## src/design/twewm_pkg.sv

```systemverilog
// Shared constants, types and helpers for the time-window equal-weight mean block.
// Depends on nothing; every other file in design/ but twewm_ram refers to it by scoped names.
`timescale 1ns / 1ps

package twewm_pkg;

    // Ring depth and the widths that follow from it
    localparam int WINDOW_DEPTH = 64;
    localparam int PTR_W        = $clog2(WINDOW_DEPTH);
    localparam int CNT_W        = $clog2(WINDOW_DEPTH + 1);
    localparam int TIME_W       = 32;
    localparam int VALUE_W      = 32;
    localparam int SUM_W        = VALUE_W + $clog2(WINDOW_DEPTH);
    localparam int ENTRY_W      = TIME_W + VALUE_W;

    // Stream packing
    localparam int IN_TDATA_W   = TIME_W + VALUE_W;
    localparam int OUT_TDATA_W  = ((VALUE_W + CNT_W + 7) / 8) * 8;

    // Input queue between front and back
    localparam int Q_DEPTH      = 2;
    localparam int Q_PTR_W      = $clog2(Q_DEPTH);
    localparam int Q_FILL_W     = $clog2(Q_DEPTH + 1);

    // Divider step counter
    localparam int STEP_W       = $clog2(SUM_W + 1);

    // One accepted sample
    typedef struct packed {
        logic                      restart;
        logic signed [VALUE_W-1:0] value;
        logic        [TIME_W-1:0]  stamp;
    } t_item;

    // Divider status toward the window engine
    typedef struct packed {
        logic                      busy;
        logic signed [VALUE_W-1:0] quotient;
    } t_div_status;

    // Advance a ring pointer with wrap at the ring depth
    function automatic logic [PTR_W-1:0] next_slot(input logic [PTR_W-1:0] p);
        next_slot = (p == PTR_W'(WINDOW_DEPTH - 1)) ? '0 : p + PTR_W'(1);
    endfunction

endpackage

```

## src/design/twewm_ram.sv

```systemverilog
// Generic single-write, single-read memory with registered read data.
// Depends on nothing.
`timescale 1ns / 1ps

module twewm_ram #(
    parameter int WIDTH = 8,
    parameter int DEPTH = 16
) (
    input  logic                     i_clk,
    input  logic                     i_wr_en,
    input  logic [$clog2(DEPTH)-1:0] i_wr_addr,
    input  logic [WIDTH-1:0]         i_wr_data,
    input  logic [$clog2(DEPTH)-1:0] i_rd_addr,
    output logic [WIDTH-1:0]         o_rd_data
);

    logic [WIDTH-1:0] r_mem [DEPTH];
    logic [WIDTH-1:0] r_rd_data;

    // Write port and registered read port
    always_ff @(posedge i_clk) begin
        if (i_wr_en) begin
            r_mem[i_wr_addr] <= i_wr_data;
        end
        r_rd_data <= r_mem[i_rd_addr];
    end

    assign o_rd_data = r_rd_data;

endmodule

```

## src/design/twewm_front.sv

```systemverilog
// Input side: takes stream transfers, unpacks them into items and queues them.
// Depends on twewm_pkg.
`timescale 1ns / 1ps

module twewm_front (
    input  logic                                i_clk,
    input  logic                                i_rst_n,
    input  logic                                i_s_axis_tvalid,
    output logic                                o_s_axis_tready,
    input  logic [twewm_pkg::IN_TDATA_W-1:0]    i_s_axis_tdata,
    input  logic                                i_s_axis_tuser,
    output logic                                o_item_valid,
    input  logic                                i_item_ready,
    output twewm_pkg::t_item                    o_item
);

    twewm_pkg::t_item                     r_queue [twewm_pkg::Q_DEPTH];
    logic [twewm_pkg::Q_PTR_W-1:0]        r_wr_ptr;
    logic [twewm_pkg::Q_PTR_W-1:0]        r_rd_ptr;
    logic [twewm_pkg::Q_FILL_W-1:0]       r_fill;
    twewm_pkg::t_item                     in_item;
    logic                                 push;
    logic                                 pop;

    // Unpack: time in the low word, value above it, restart flag in tuser
    always_comb begin
        in_item.stamp   = i_s_axis_tdata[twewm_pkg::TIME_W-1:0];
        in_item.value   = i_s_axis_tdata[twewm_pkg::IN_TDATA_W-1:twewm_pkg::TIME_W];
        in_item.restart = i_s_axis_tuser;
    end

    assign o_s_axis_tready = (r_fill != twewm_pkg::Q_FILL_W'(twewm_pkg::Q_DEPTH));
    assign push            = i_s_axis_tvalid && o_s_axis_tready;
    assign o_item_valid    = (r_fill != '0);
    assign pop             = o_item_valid && i_item_ready;
    assign o_item          = r_queue[r_rd_ptr];

    // Store incoming items
    always_ff @(posedge i_clk) begin
        if (push) begin
            r_queue[r_wr_ptr] <= in_item;
        end
    end

    // Advance pointers and fill level
    always_ff @(posedge i_clk) begin
        if (!i_rst_n) begin
            r_wr_ptr <= '0;
            r_rd_ptr <= '0;
            r_fill   <= '0;
        end else begin
            if (push) begin
                r_wr_ptr <= (r_wr_ptr == twewm_pkg::Q_PTR_W'(twewm_pkg::Q_DEPTH - 1)) ?
                            '0 : r_wr_ptr + twewm_pkg::Q_PTR_W'(1);
            end
            if (pop) begin
                r_rd_ptr <= (r_rd_ptr == twewm_pkg::Q_PTR_W'(twewm_pkg::Q_DEPTH - 1)) ?
                            '0 : r_rd_ptr + twewm_pkg::Q_PTR_W'(1);
            end
            if (push && !pop) begin
                r_fill <= r_fill + twewm_pkg::Q_FILL_W'(1);
            end else if (pop && !push) begin
                r_fill <= r_fill - twewm_pkg::Q_FILL_W'(1);
            end
        end
    end

endmodule

```

## src/design/twewm_div.sv

```systemverilog
// Signed sum over unsigned count, truncated toward zero, one quotient bit per cycle.
// Depends on twewm_pkg.
`timescale 1ns / 1ps

module twewm_div (
    input  logic                                  i_clk,
    input  logic                                  i_rst_n,
    input  logic                                  i_start,
    input  logic signed [twewm_pkg::SUM_W-1:0]    i_dividend,
    input  logic        [twewm_pkg::CNT_W-1:0]    i_divisor,
    output twewm_pkg::t_div_status                o_status
);

    logic                             r_busy;
    logic [twewm_pkg::STEP_W-1:0]     r_step;
    logic [twewm_pkg::SUM_W-1:0]      r_quo;
    logic [twewm_pkg::CNT_W-1:0]      r_rem;
    logic [twewm_pkg::CNT_W-1:0]      r_div;
    logic                             r_neg;
    logic [twewm_pkg::CNT_W:0]        trial;
    logic                             fits;
    logic [twewm_pkg::SUM_W-1:0]      mag;
    logic [twewm_pkg::SUM_W-1:0]      signed_quo;

    assign mag   = i_dividend[twewm_pkg::SUM_W-1] ? -i_dividend : i_dividend;
    assign trial = {r_rem, r_quo[twewm_pkg::SUM_W-1]};
    assign fits  = (trial >= {1'b0, r_div});

    // Restore the sign on the magnitude quotient
    assign signed_quo        = r_neg ? -r_quo : r_quo;
    assign o_status.busy     = r_busy;
    assign o_status.quotient = signed_quo[twewm_pkg::VALUE_W-1:0];

    // Shift-subtract datapath
    always_ff @(posedge i_clk) begin
        if (i_start) begin
            r_quo <= mag;
            r_rem <= '0;
            r_div <= i_divisor;
            r_neg <= i_dividend[twewm_pkg::SUM_W-1];
        end else if (r_busy) begin
            r_rem <= fits ? twewm_pkg::CNT_W'(trial - {1'b0, r_div})
                          : trial[twewm_pkg::CNT_W-1:0];
            r_quo <= {r_quo[twewm_pkg::SUM_W-2:0], fits};
        end
    end

    // Count the steps
    always_ff @(posedge i_clk) begin
        if (!i_rst_n) begin
            r_busy <= 1'b0;
            r_step <= '0;
        end else if (i_start) begin
            r_busy <= 1'b1;
            r_step <= twewm_pkg::STEP_W'(twewm_pkg::SUM_W);
        end else if (r_busy) begin
            r_step <= r_step - twewm_pkg::STEP_W'(1);
            r_busy <= (r_step != twewm_pkg::STEP_W'(1));
        end
    end

endmodule

```

## src/design/twewm_back.sv

```systemverilog
// Window engine: expires old entries from the ring, inserts the sample,
// keeps the running sum and drives the result register.
// Depends on twewm_pkg, twewm_ram and twewm_div.
`timescale 1ns / 1ps

module twewm_back (
    input  logic                                  i_clk,
    input  logic                                  i_rst_n,
    input  logic                                  i_cfg_wr_en,
    input  logic [twewm_pkg::TIME_W-1:0]          i_cfg_wr_data,
    input  logic                                  i_item_valid,
    output logic                                  o_item_ready,
    input  twewm_pkg::t_item                      i_item,
    output logic                                  o_m_axis_tvalid,
    input  logic                                  i_m_axis_tready,
    output logic [twewm_pkg::OUT_TDATA_W-1:0]     o_m_axis_tdata,
    output logic                                  o_m_axis_tuser
);

    typedef enum logic [5:0] {
        S_IDLE   = 6'b000001,
        S_FETCH  = 6'b000010,
        S_CHECK  = 6'b000100,
        S_INSERT = 6'b001000,
        S_START  = 6'b010000,
        S_DIV    = 6'b100000
    } t_state;

    t_state                                   r_state;
    logic [twewm_pkg::TIME_W-1:0]             r_width;
    logic [twewm_pkg::PTR_W-1:0]              r_oldest;
    logic [twewm_pkg::PTR_W-1:0]              r_newest;
    logic [twewm_pkg::CNT_W-1:0]              r_count;
    logic signed [twewm_pkg::SUM_W-1:0]       r_sum;
    logic [twewm_pkg::TIME_W-1:0]             r_time;
    logic signed [twewm_pkg::VALUE_W-1:0]     r_value;
    logic                                     r_forced;
    logic                                     r_out_valid;
    logic signed [twewm_pkg::VALUE_W-1:0]     r_out_mean;
    logic [twewm_pkg::CNT_W-1:0]              r_out_count;
    logic                                     r_out_forced;

    logic [twewm_pkg::ENTRY_W-1:0]            rd_entry;
    logic [twewm_pkg::TIME_W-1:0]             old_time;
    logic signed [twewm_pkg::VALUE_W-1:0]     old_value;
    logic [twewm_pkg::TIME_W-1:0]             width_eff;
    logic [twewm_pkg::TIME_W:0]               old_limit;
    logic                                     expired;
    logic                                     ring_full;
    logic                                     wr_en;
    logic                                     div_start;
    twewm_pkg::t_div_status                   div_status;
    logic                                     out_free;
    logic                                     out_load;

    // Ring of (value, time) pairs, read at the oldest slot every cycle
    twewm_ram #(
        .WIDTH (twewm_pkg::ENTRY_W),
        .DEPTH (twewm_pkg::WINDOW_DEPTH)
    ) u_ring (
        .i_clk     (i_clk),
        .i_wr_en   (wr_en),
        .i_wr_addr (r_newest),
        .i_wr_data ({r_value, r_time}),
        .i_rd_addr (r_oldest),
        .o_rd_data (rd_entry)
    );

    twewm_div u_div (
        .i_clk      (i_clk),
        .i_rst_n    (i_rst_n),
        .i_start    (div_start),
        .i_dividend (r_sum),
        .i_divisor  (r_count),
        .o_status   (div_status)
    );

    // Expiry test in one extra bit so the sum never wraps
    assign old_time  = rd_entry[twewm_pkg::TIME_W-1:0];
    assign old_value = rd_entry[twewm_pkg::ENTRY_W-1:twewm_pkg::TIME_W];
    assign width_eff = (r_width == '0) ? twewm_pkg::TIME_W'(1) : r_width;
    assign old_limit = {1'b0, old_time} + {1'b0, width_eff};
    assign expired   = (r_count != '0) && (old_limit <= {1'b0, r_time});
    assign ring_full = (r_count == twewm_pkg::CNT_W'(twewm_pkg::WINDOW_DEPTH));

    assign o_item_ready = (r_state == S_IDLE);
    assign wr_en        = (r_state == S_INSERT);
    assign div_start    = (r_state == S_START);
    assign out_free     = !r_out_valid || i_m_axis_tready;
    assign out_load     = (r_state == S_DIV) && !div_status.busy && out_free;

    // Window width register
    always_ff @(posedge i_clk) begin
        if (!i_rst_n) begin
            r_width <= twewm_pkg::TIME_W'(1);
        end else if (i_cfg_wr_en) begin
            r_width <= i_cfg_wr_data;
        end
    end

    // Latch the sample being worked on
    always_ff @(posedge i_clk) begin
        if (i_item_valid && o_item_ready) begin
            r_time  <= i_item.stamp;
            r_value <= i_item.value;
        end
    end

    // Sequencer and window state
    always_ff @(posedge i_clk) begin
        if (!i_rst_n) begin
            r_state  <= S_IDLE;
            r_oldest <= '0;
            r_newest <= '0;
            r_count  <= '0;
            r_sum    <= '0;
            r_forced <= 1'b0;
        end else begin
            case (r_state)
                S_IDLE: begin
                    if (i_item_valid) begin
                        r_forced <= 1'b0;
                        if (i_item.restart) begin
                            r_oldest <= '0;
                            r_newest <= '0;
                            r_count  <= '0;
                            r_sum    <= '0;
                        end
                        r_state <= S_FETCH;
                    end
                end
                // wait for the oldest entry to come out of the ring
                S_FETCH: begin
                    r_state <= S_CHECK;
                end
                S_CHECK: begin
                    if (expired || ring_full) begin
                        r_sum    <= r_sum - {{(twewm_pkg::SUM_W - twewm_pkg::VALUE_W)
                                              {old_value[twewm_pkg::VALUE_W-1]}}, old_value};
                        r_oldest <= twewm_pkg::next_slot(r_oldest);
                        r_count  <= r_count - twewm_pkg::CNT_W'(1);
                    end
                    if (expired) begin
                        r_state <= S_FETCH;
                    end else begin
                        r_forced <= ring_full;
                        r_state  <= S_INSERT;
                    end
                end
                S_INSERT: begin
                    r_sum    <= r_sum + {{(twewm_pkg::SUM_W - twewm_pkg::VALUE_W)
                                          {r_value[twewm_pkg::VALUE_W-1]}}, r_value};
                    r_newest <= twewm_pkg::next_slot(r_newest);
                    r_count  <= r_count + twewm_pkg::CNT_W'(1);
                    r_state  <= S_START;
                end
                S_START: begin
                    r_state <= S_DIV;
                end
                S_DIV: begin
                    if (out_load) begin
                        r_state <= S_IDLE;
                    end
                end
                default: begin
                    r_state <= S_IDLE;
                end
            endcase
        end
    end

    // Result register: hold until the sink takes the transfer
    always_ff @(posedge i_clk) begin
        if (!i_rst_n) begin
            r_out_valid <= 1'b0;
        end else if (out_load) begin
            r_out_valid <= 1'b1;
        end else if (i_m_axis_tready) begin
            r_out_valid <= 1'b0;
        end
    end

    always_ff @(posedge i_clk) begin
        if (out_load) begin
            r_out_mean   <= div_status.quotient;
            r_out_count  <= r_count;
            r_out_forced <= r_forced;
        end
    end

    assign o_m_axis_tvalid = r_out_valid;
    assign o_m_axis_tdata  = twewm_pkg::OUT_TDATA_W'({r_out_count, r_out_mean});
    assign o_m_axis_tuser  = r_out_forced;

endmodule

```

## src/design/time_window_equal_weight_mean.sv

```systemverilog
// Time-window equal-weight mean over timestamped Q16.16 samples. Each sample
// (time and value in tdata, restart flag in tuser) is queued on input, then
// the engine drops ring entries whose time plus window_width is at most the
// new time, evicts the oldest entry if all 64 slots still hold live samples
// (forced_eviction in tuser), inserts the sample and divides the running sum
// by the entry count, truncating toward zero. Each sample passes through accept,
// fetch, check, insert, divider start and result load, with one more fetch and
// check per expired entry, as the ring memory's read at the oldest slot is
// registered. The engine accepts no new sample until the restoring divider,
// which yields one quotient bit per cycle over the 38-bit sum, has finished and
// the result register has room for the result. A two-entry input queue and a
// result register let both stream sides stall on their own. A window_width of
// 0 acts as 1. No clearing pass follows reset.
// Depends on twewm_pkg, twewm_front and twewm_back.
`timescale 1ns / 1ps

module time_window_equal_weight_mean (
    input  logic                                i_clk,
    input  logic                                i_rst_n,
    // configuration: window_width
    input  logic                                i_cfg_wr_en,
    input  logic [twewm_pkg::TIME_W-1:0]        i_cfg_wr_data,
    // sample stream
    input  logic                                i_s_axis_tvalid,
    output logic                                o_s_axis_tready,
    input  logic [twewm_pkg::IN_TDATA_W-1:0]    i_s_axis_tdata,  // sample_time, sample_value
    input  logic                                i_s_axis_tuser,  // restart
    // result stream
    output logic                                o_m_axis_tvalid,
    input  logic                                i_m_axis_tready,
    output logic [twewm_pkg::OUT_TDATA_W-1:0]   o_m_axis_tdata,  // mean_value, window_count
    output logic                                o_m_axis_tuser   // forced_eviction
);

    logic               item_valid;
    logic               item_ready;
    twewm_pkg::t_item   item;

    twewm_front u_front (
        .i_clk           (i_clk),
        .i_rst_n         (i_rst_n),
        .i_s_axis_tvalid (i_s_axis_tvalid),
        .o_s_axis_tready (o_s_axis_tready),
        .i_s_axis_tdata  (i_s_axis_tdata),
        .i_s_axis_tuser  (i_s_axis_tuser),
        .o_item_valid    (item_valid),
        .i_item_ready    (item_ready),
        .o_item          (item)
    );

    twewm_back u_back (
        .i_clk           (i_clk),
        .i_rst_n         (i_rst_n),
        .i_cfg_wr_en     (i_cfg_wr_en),
        .i_cfg_wr_data   (i_cfg_wr_data),
        .i_item_valid    (item_valid),
        .o_item_ready    (item_ready),
        .i_item          (item),
        .o_m_axis_tvalid (o_m_axis_tvalid),
        .i_m_axis_tready (i_m_axis_tready),
        .o_m_axis_tdata  (o_m_axis_tdata),
        .o_m_axis_tuser  (o_m_axis_tuser)
    );

endmodule

```

## config.mk

```make
export PLATFORM = sky130hd
export DESIGN_NAME = time_window_equal_weight_mean
export DESIGN_NICKNAME = d
export VERILOG_FILES = /design/src/design/twewm_pkg.sv /design/src/design/twewm_ram.sv /design/src/design/twewm_front.sv /design/src/design/twewm_div.sv /design/src/design/twewm_back.sv /design/src/design/time_window_equal_weight_mean.sv
export SDC_FILE = /design/constraint.sdc
export NUM_CORES = 2
export LEC_CHECK = 0
export BUFFER_PORTS_ARGS = -buffer_cell sky130_fd_sc_hd__buf_2
export CORE_AREA = 2 2 846 848
export CTS_BUF_LIST = sky130_fd_sc_hd__clkbuf_16
export CTS_CLUSTER_SIZE = 40
export DETAILED_ROUTE_END_ITERATION = 12
export DIE_AREA = 0 0 848 850
export PLACE_DENSITY_LB_ADDON = 0.3
export SLEW_MARGIN = 20
export SYNTH_ARGS = -nofsm -noshare
export SYNTH_HDL_FRONTEND = slang
export SYNTH_MEMORY_MAX_BITS = 65536
export SYNTH_SLANG_ARGS = --single-unit
```

## constraint.sdc

```tcl
create_clock -name i_clk -period 6.5 [get_ports i_clk]
set_input_delay 0.325 -clock i_clk [delete_from_list [all_inputs] [get_ports i_clk]]
set_output_delay 0.325 -clock i_clk [all_outputs]
set_load 0.05 [all_outputs]
```

# Word level (Yosys, flattened, before mapping)
# Memories as Yosys holds them, arrays and structs flattened. A register that Yosys moved wholly into a read port is not among the register bits.
# Index checks and enable logic that the tools add are counted.
[classes]
addsub = 15
n_lt_le_gt_ge = 2
eq_ne = 16
muxes = 44
n_bitwise = 1
n_reduce_logical = 28
[ops]
columns = ["operator", "n"]
rows = [
  ["two-way mux 38 bit", 6],
  ["one-hot mux 38 bit (3 select lines)", 1],
  ["two-way mux 32 bit", 2],
  ["two-way mux 6 bit", 9],
  ["adder 38 bit", 1],
  ["negation 38 bit", 1],
  ["subtractor 38 bit", 1],
  ["one-hot mux 6 bit (6 select lines)", 1],
  ["adder 32 x 32 -> 33 bit", 1],
  ["less-or-equal comparator 33 x 32 -> 1 bit", 1],
  ["logical NOT 32 bit", 1],
  ["negation 32 bit", 1],
  ["two-way mux 7 bit", 4],
  ["one-hot mux 6 bit (2 select lines)", 2],
  ["one-hot mux 7 bit (3 select lines)", 1],
  ["equality test 6 bit, second input constant", 3],
  ["two-way mux 1 bit", 14],
  ["adder 6 x 1 -> 6 bit, second input constant", 2],
  ["nonzero test 2 bit", 6],
  [">= comparator 8 x 7 -> 1 bit", 1],
  ["AND reduction 4 bit", 2],
  ["adder 7 x 1 -> 7 bit, second input constant", 1],
  ["equality test 7 bit, second input constant", 1],
  ["logical AND 1 bit", 7],
  ["25 further kinds", 36],
]
[word_totals]
ff_bits = 265
mem_bits_rw = 4226
in_bits = 102
memories = 2
[mem_list]
columns = ["memory", "depth", "word_bits", "rd", "rd_ports_with_merged_regs", "write_ports", "line", "rtl"]
rows = [
  ["u_back.u_ring.r_mem", 64, 64, 1, 1, 1, "twewm_ram.sv:17", "logic [WIDTH-1:0] r_mem [DEPTH];"],
  ["u_front.r_queue", 2, 65, 1, 1, 1, "twewm_front.sv:17", "twewm_pkg::t_item r_queue [twewm_pkg::Q_DEPTH];"],
]

# Longest topological paths before layout
[depth]
depth_word = 8
mapped_depth = 27

# Cells and area by module
# From an unflattened synthesis, not the netlist that was laid out.
[unflattened]
cells_unflattened = 8635
area_unflattened_um2 = 177946.9
[by_module_without_submodules]
columns = ["module", "instances", "cells_each", "area_each_um2", "seq_area_each_um2"]
rows = [
  ["twewm_ram", 1, 6598, 156348.7, 124279.2],
  ["twewm_back", 1, 1340, 12336.8, 5064.9],
  ["twewm_front", 1, 226, 4926.0, 4003.8],
  ["twewm_div", 1, 471, 4335.4, 1661.6],
]

# Least setup slack after synthesis
# Ideal clock, no wire load.
[synth_path]
path_type = "register to register"
startpoint = "reg u_back.r_width[24] (netlist bit)"
endpoint = "reg u_back.r_oldest[3] (netlist bit)"
setup_time_ps = 70
arrival_time_ps = 5284
path_slack_ps = 1146
stages_incl_launch_ff = 27
n_path_buf = 1
cell_sequence = "dfxtp_1 -> nor4_1 -> nand4_1 -> o21bai_1 -> ha_1 -> inv_1 -> fa_1 -> nor2b_1 -> o31ai_1 -> a21oi_1 -> o21ai_0 -> o311ai_0 -> a31oi_1 -> or3_1 -> o211ai_1 -> xor2_1 -> ha_1 -> a21o_1 -> a21oi_1 -> o21ai_0 -> o31ai_1 -> o211ai_1 -> o21ai_1 -> buf_2 -> o21ai_1 -> or4_1 -> a21oi_1"
[synth_between]
elab_chain_cells = 8
[synth_lines]
columns = ["element", "line", "rtl"]
rows = [
  ["from (decl)", "twewm_back.sv:30", "logic [twewm_pkg::TIME_W-1:0] r_width;"],
  ["from (signal assigned)", "twewm_back.sv:95", "r_width <= twewm_pkg::TIME_W'(1);"],
  ["from (signal assigned)", "twewm_back.sv:97", "r_width <= i_cfg_wr_data;"],
  ["logical NOT 32 bit", "twewm_back.sv:81", "assign width_eff = (r_width == '0) ? twewm_pkg::TIME_W'(1) : r_width;"],
  ["two-way mux 32 bit *", "twewm_back.sv:81", ""],
  ["adder 32 x 32 -> 33 bit *", "twewm_back.sv:82", "assign old_limit = {1'b0, old_time} + {1'b0, width_eff};"],
  ["less-or-equal comparator 33 x 32 -> 1 bit *", "twewm_back.sv:83", "assign expired = (r_count != '0) && (old_limit <= {1'b0, r_time});"],
  ["logical AND 1 bit *", "twewm_back.sv:83", ""],
  ["logical OR 1 bit *", "twewm_back.sv:137", "if (expired || ring_full) begin"],
  ["!= test 2 x 1 -> 1 bit (no line) *", "--", ""],
  ["AND reduction 4 bit (no line) *", "--", ""],
  ["to (signal assigned)", "twewm_back.sv:140", "r_oldest <= twewm_pkg::next_slot(r_oldest);"],
  ["to (decl)", "twewm_back.sv:31", "logic [twewm_pkg::PTR_W-1:0] r_oldest;"],
]
# Mark *: on every way between the ends. The rest lies on a longest branch, timed or not.
# A chain may end at the register's enable or synchronous reset.

# Worst setup path after layout
[layout_path]
startpoint = "reg u_back.r_width[23] (netlist bit)"
endpoint = "reg u_back.r_sum[16] (netlist bit)"
[layout_between]
elab_chain_cells = 8
[layout_lines]
columns = ["element", "line", "rtl"]
rows = [
  ["logical NOT 32 bit", "twewm_back.sv:81", ""],
  ["two-way mux 32 bit *", "twewm_back.sv:81", ""],
  ["adder 32 x 32 -> 33 bit *", "twewm_back.sv:82", ""],
  ["less-or-equal comparator 33 x 32 -> 1 bit *", "twewm_back.sv:83", ""],
  ["logical AND 1 bit *", "twewm_back.sv:83", ""],
  ["logical OR 1 bit *", "twewm_back.sv:137", ""],
  ["!= test 2 x 1 -> 1 bit (no line) *", "--", ""],
  ["AND reduction 4 bit (no line) *", "--", ""],
  ["to (signal assigned)", "twewm_back.sv:138", "r_sum <= r_sum - {{(twewm_pkg::SUM_W - twewm_pkg::VALUE_W)"],
  ["to (signal assigned)", "twewm_back.sv:151", "r_sum <= r_sum + {{(twewm_pkg::SUM_W - twewm_pkg::VALUE_W)"],
  ["to (decl)", "twewm_back.sv:34", "logic signed [twewm_pkg::SUM_W-1:0] r_sum;"],
]
# Marked as above.

==> impl_metrics.env <==
export IMPL_cts_tree="done"
export IMPL_grt_pass1_wl_mm=747
export IMPL_place_area_um2=193000
export IMPL_vias_per_cell=4.80
export IMPL_overflow=0
export IMPL_max_freq_mhz=152
export IMPL_seq_area_frac_synth_pct=76.0
export IMPL_synth_edf_count=4376
export IMPL_drc=0
export IMPL_routed_wirelength_mm=549
export IMPL_layout_nets=8919
export IMPL_dieArea_um2=721000
export IMPL_synthesis_nets=8214
export IMPL_ioPinCount=145
export IMPL_path_clk_slew_ps=60
export IMPL_crit_type="reg2reg"
export IMPL_crit_slowest_cell="or4b_1"
export IMPL_arrival_ps=7520
export IMPL_synth_avg_cell_area_um2=22.2
export IMPL_routed_via_count=89200
export IMPL_hold_depth=2
export IMPL_clock_path_buffers=4
export IMPL_finalSetupViolCount=14
export IMPL_violations="negative setup slack"
export IMPL_crit_cells=29
export IMPL_routabilityCongestion=0.797
export IMPL_antenna_found_initial=59
export IMPL_cpLargestDelayFamily="compound AO/OA/AOI/OAI gates"
export IMPL_synth_cells=7987
export IMPL_start_util_pct=25.0
export IMPL_cp_common_cell="buf_4"
export IMPL_drt_pass1_iter_count=6
export IMPL_rows=310
export IMPL_worstPathBufferInverterCount=7
export IMPL_design_area_um2=209000
export IMPL_io_buffers=143
export IMPL_drt_first_iter_violations=11800
export IMPL_min_period_over_period_pct=102
export IMPL_grtUsageTotal_pct=14.7
export IMPL_yosys_register_bits=4556
export IMPL_slew_viol_final=0
export IMPL_slowest_delay_ps=500
export IMPL_clock_sinks=4556
export IMPL_routedWlPerCell_um=29.5
export IMPL_syn_cell_area_um2=178000
export IMPL_finClkSkew_ps=81.9
export IMPL_clock_latency_ps=1040
export IMPL_ir_drop_mv=0.268
export IMPL_area_delta_synth_final_pct=17.8
export IMPL_hold_class="in2reg"
export IMPL_detail_route_antenna_nets=0
export IMPL_grt_max_degree=133
export IMPL_die_w_um=848
export IMPL_drive_gt1_share_pct=30.1
export IMPL_cts_max_level=5
export IMPL_drv_cap=0
export IMPL_setup_slack_ps=-97.6
export IMPL_die_h_um=850
export IMPL_hold_viol=0
export IMPL_crit_path_end_kind="register"
export IMPL_ys_warnings_count=0
export IMPL_worst_setup_path_start_kind="register"
export IMPL_fin_total_pwr_w=0.0676
export IMPL_ys_async_sr_fraction_pct=0
export IMPL_ys_types=70
export IMPL_power_density_nw_per_um2=323
export IMPL_rsz0062_at_grt="yes"
export IMPL_tightest_slew_ps=1400
export IMPL_required_ps=7420
export IMPL_status="finished with violations"
export IMPL_p_leak_nw=63.1
export IMPL_core_area_um2=711000
export IMPL_r2r_cells=29
export IMPL_post_route_min_period_ps=6600
export IMPL_first_global_vias=89300
export IMPL_cts_buffers=443
export IMPL_maxSlewHeadroom_pct=6.49
export IMPL_hpwl_mm=299
export IMPL_synth_ff_type="edfxtp_1"
export IMPL_cts_root_buf="clkbuf_16"
export IMPL_path_max_fanout=11
state kept, by name, summed over array words and instances (netlist names), 2 cells and up, named ones only:
register                 flops
u_back.r_value              32
u_back.r_out_mean           32
u_back.u_div.r_rem           7
u_front.r_queue            130
u_back.r_out_count           7
u_back.r_newest              6
u_back.r_time               32
u_front.r_fill               2
u_back.u_div.r_div           7
u_back.u_ring.o_rd_data     64
u_back.r_width              32
u_back.r_state               6
u_back.u_div.r_step          6
u_back.r_oldest              6
u_back.u_ring.r_mem       4096
u_back.u_div.r_quo          38
u_back.r_sum                38
u_back.r_count               7
where the power goes:
group / total [W] / internal (W) / switching, W / leakage [nW]
Clock: 0.0255 / 0.0141 / 0.0114 / 7.31
Combinational: 0.00565 / 0.00101 / 0.00465 / 14.9
Sequential: 0.0365 / 0.0360 / 0.000425 / 40.9
Total: 0.0676 / 0.0511 / 0.0165 / 63.1
routing by layer:
metal	vias up	global-route usage [%]	wire, um
met5	-	0	46
met4	10	3.09	12000
met3	746	2.44	41600
met2	3867	23.3	255000
met1	49400	21.2	240000
li1	35200	-	-
stage by stage:
step | cells | hold WS, ps | utilization (%) | TNS [ps] | setup WS [ps]
CTS | 18600 | 4.12 | 29.4 | -358 | -54.6
floorplan | 7987 | 406 | - | 0 | 1150
detailed placement | 17600 | 488 | 27.1 | -14540 | -456
global placement | 17600 | 471 | 27.1 | -20580 | -564
finish | 18600 | 75.8 | 29.4 | -683 | -97.6
global route | 18600 | 54.0 | 29.4 | -13910 | -390
placed cells by master, fill, tap and decap left out, drive strengths merged, types with 37 or more instances in the layout:
master,instances
mux4,1344
xnor2,72
a21o,37
nand3,69
dfxtp,180
edfxtp,4376
buf,535
nand2,177
nor2,235
clkinv,188
o21ai,134
mux2,66
inv,209
mux2i,40
nor3,37
dlygate4sd3,142
clkbuf,452
ha,121
xor2,76
bufinv,39
a21oi,162
cell usage after synthesis (4+ instances only):
library cell / n / area [um2]
nand3_1: 69 / 345
o41ai_1: 10 / 87.6
fa_1: 4 / 80.1
inv_1: 88 / 330
a31oi_1: 8 / 50.1
nand2b_1: 26 / 163
a211oi_1: 21 / 158
mux2i_1: 40 / 400
mux4_2: 1344 / 30300
o21ai_1: 5 / 25.0
and3_1: 12 / 75.1
xor2_1: 76 / 666
o21a_1: 14 / 105
a22oi_1: 4 / 30.0
edfxtp_1: 4376 / 131000
nand4b_1: 7 / 61.3
nor4_1: 22 / 138
a21boi_0: 7 / 52.6
a21oi_1: 162 / 811
o21ai_0: 129 / 646
or2_2: 9 / 56.3
a2111oi_0: 4 / 35.0
ha_1: 121 / 1510
clkbuf_1: 319 / 1200
mux2_2: 66 / 743
nor3_1: 37 / 185
nor3b_1: 4 / 30.0
xnor2_1: 72 / 631
or3_1: 27 / 169
nand3b_1: 10 / 75.1
nand2_1: 177 / 664
o21bai_1: 10 / 75.1
or4_1: 22 / 165
and2_1: 4 / 25.0
a21o_1: 37 / 278
nor2b_1: 12 / 75.1
nand4_1: 26 / 163
nor2_1: 235 / 882
o31ai_1: 34 / 255
buf_1: 97 / 364
o211ai_1: 11 / 82.6
dfxtp_1: 180 / 3600
cells by family (layout without fill, tap and decap cells):
| group | Yosys count | after routing | share of synthesized area, % |
|---|---|---|---|
| simple gates | 717 | 717 | 1.94 |
| fa+ha+maj | 125 | 125 | 0.898 |
| flops | 4556 | 4556 | 76.0 |
| xor+xnor | 148 | 148 | 0.730 |
| compound gates | 481 | 481 | 1.64 |
| other cells | 1 | 13 | 0.00211 |
| buf+inv | 509 | 1582 | 1.08 |
| mux | 1450 | 1450 | 17.7 |
cell type report:
type | instances | area, um2
antenna | 12 | 30.0
fill | 68900 | 502000
timing repair buffer | 679 | 6210
inverter | 90 | 345
clock buffer | 450 | 11300
tap | 9516 | 11900
sequential | 4556 | 135000
multi-input combinational | 2922 | 41500
clock inverter | 363 | 2880
final timing paths:
| path | from | slack [ps] | to |
|---|---|---|---|
| worst max-delay path | u_back.r_width[23] | -100 | u_back.r_sum[16] |
| worst min-delay path | i_s_axis_tdata[5] | 80 | u_front.r_queue[0][5] |
| worst max register to register | u_back.r_width[23] | -100 | u_back.r_sum[16] |
| worst min register to register | u_back.u_div.r_rem[1] | 500 | u_back.u_div.r_rem[1] |
repair_timing:
item / CTS / global route
hold buffers: 142 / 0
endpoints found under the setup margin: 54 / 54
pin swaps: 25 / 29
resized for setup: 31 / 43
setup buffers: 4 / 7
hold endpoints to repair: 183 / 0
gates cloned: 0 / 1
No activity file was read; power rests on OpenSTA's default activity.
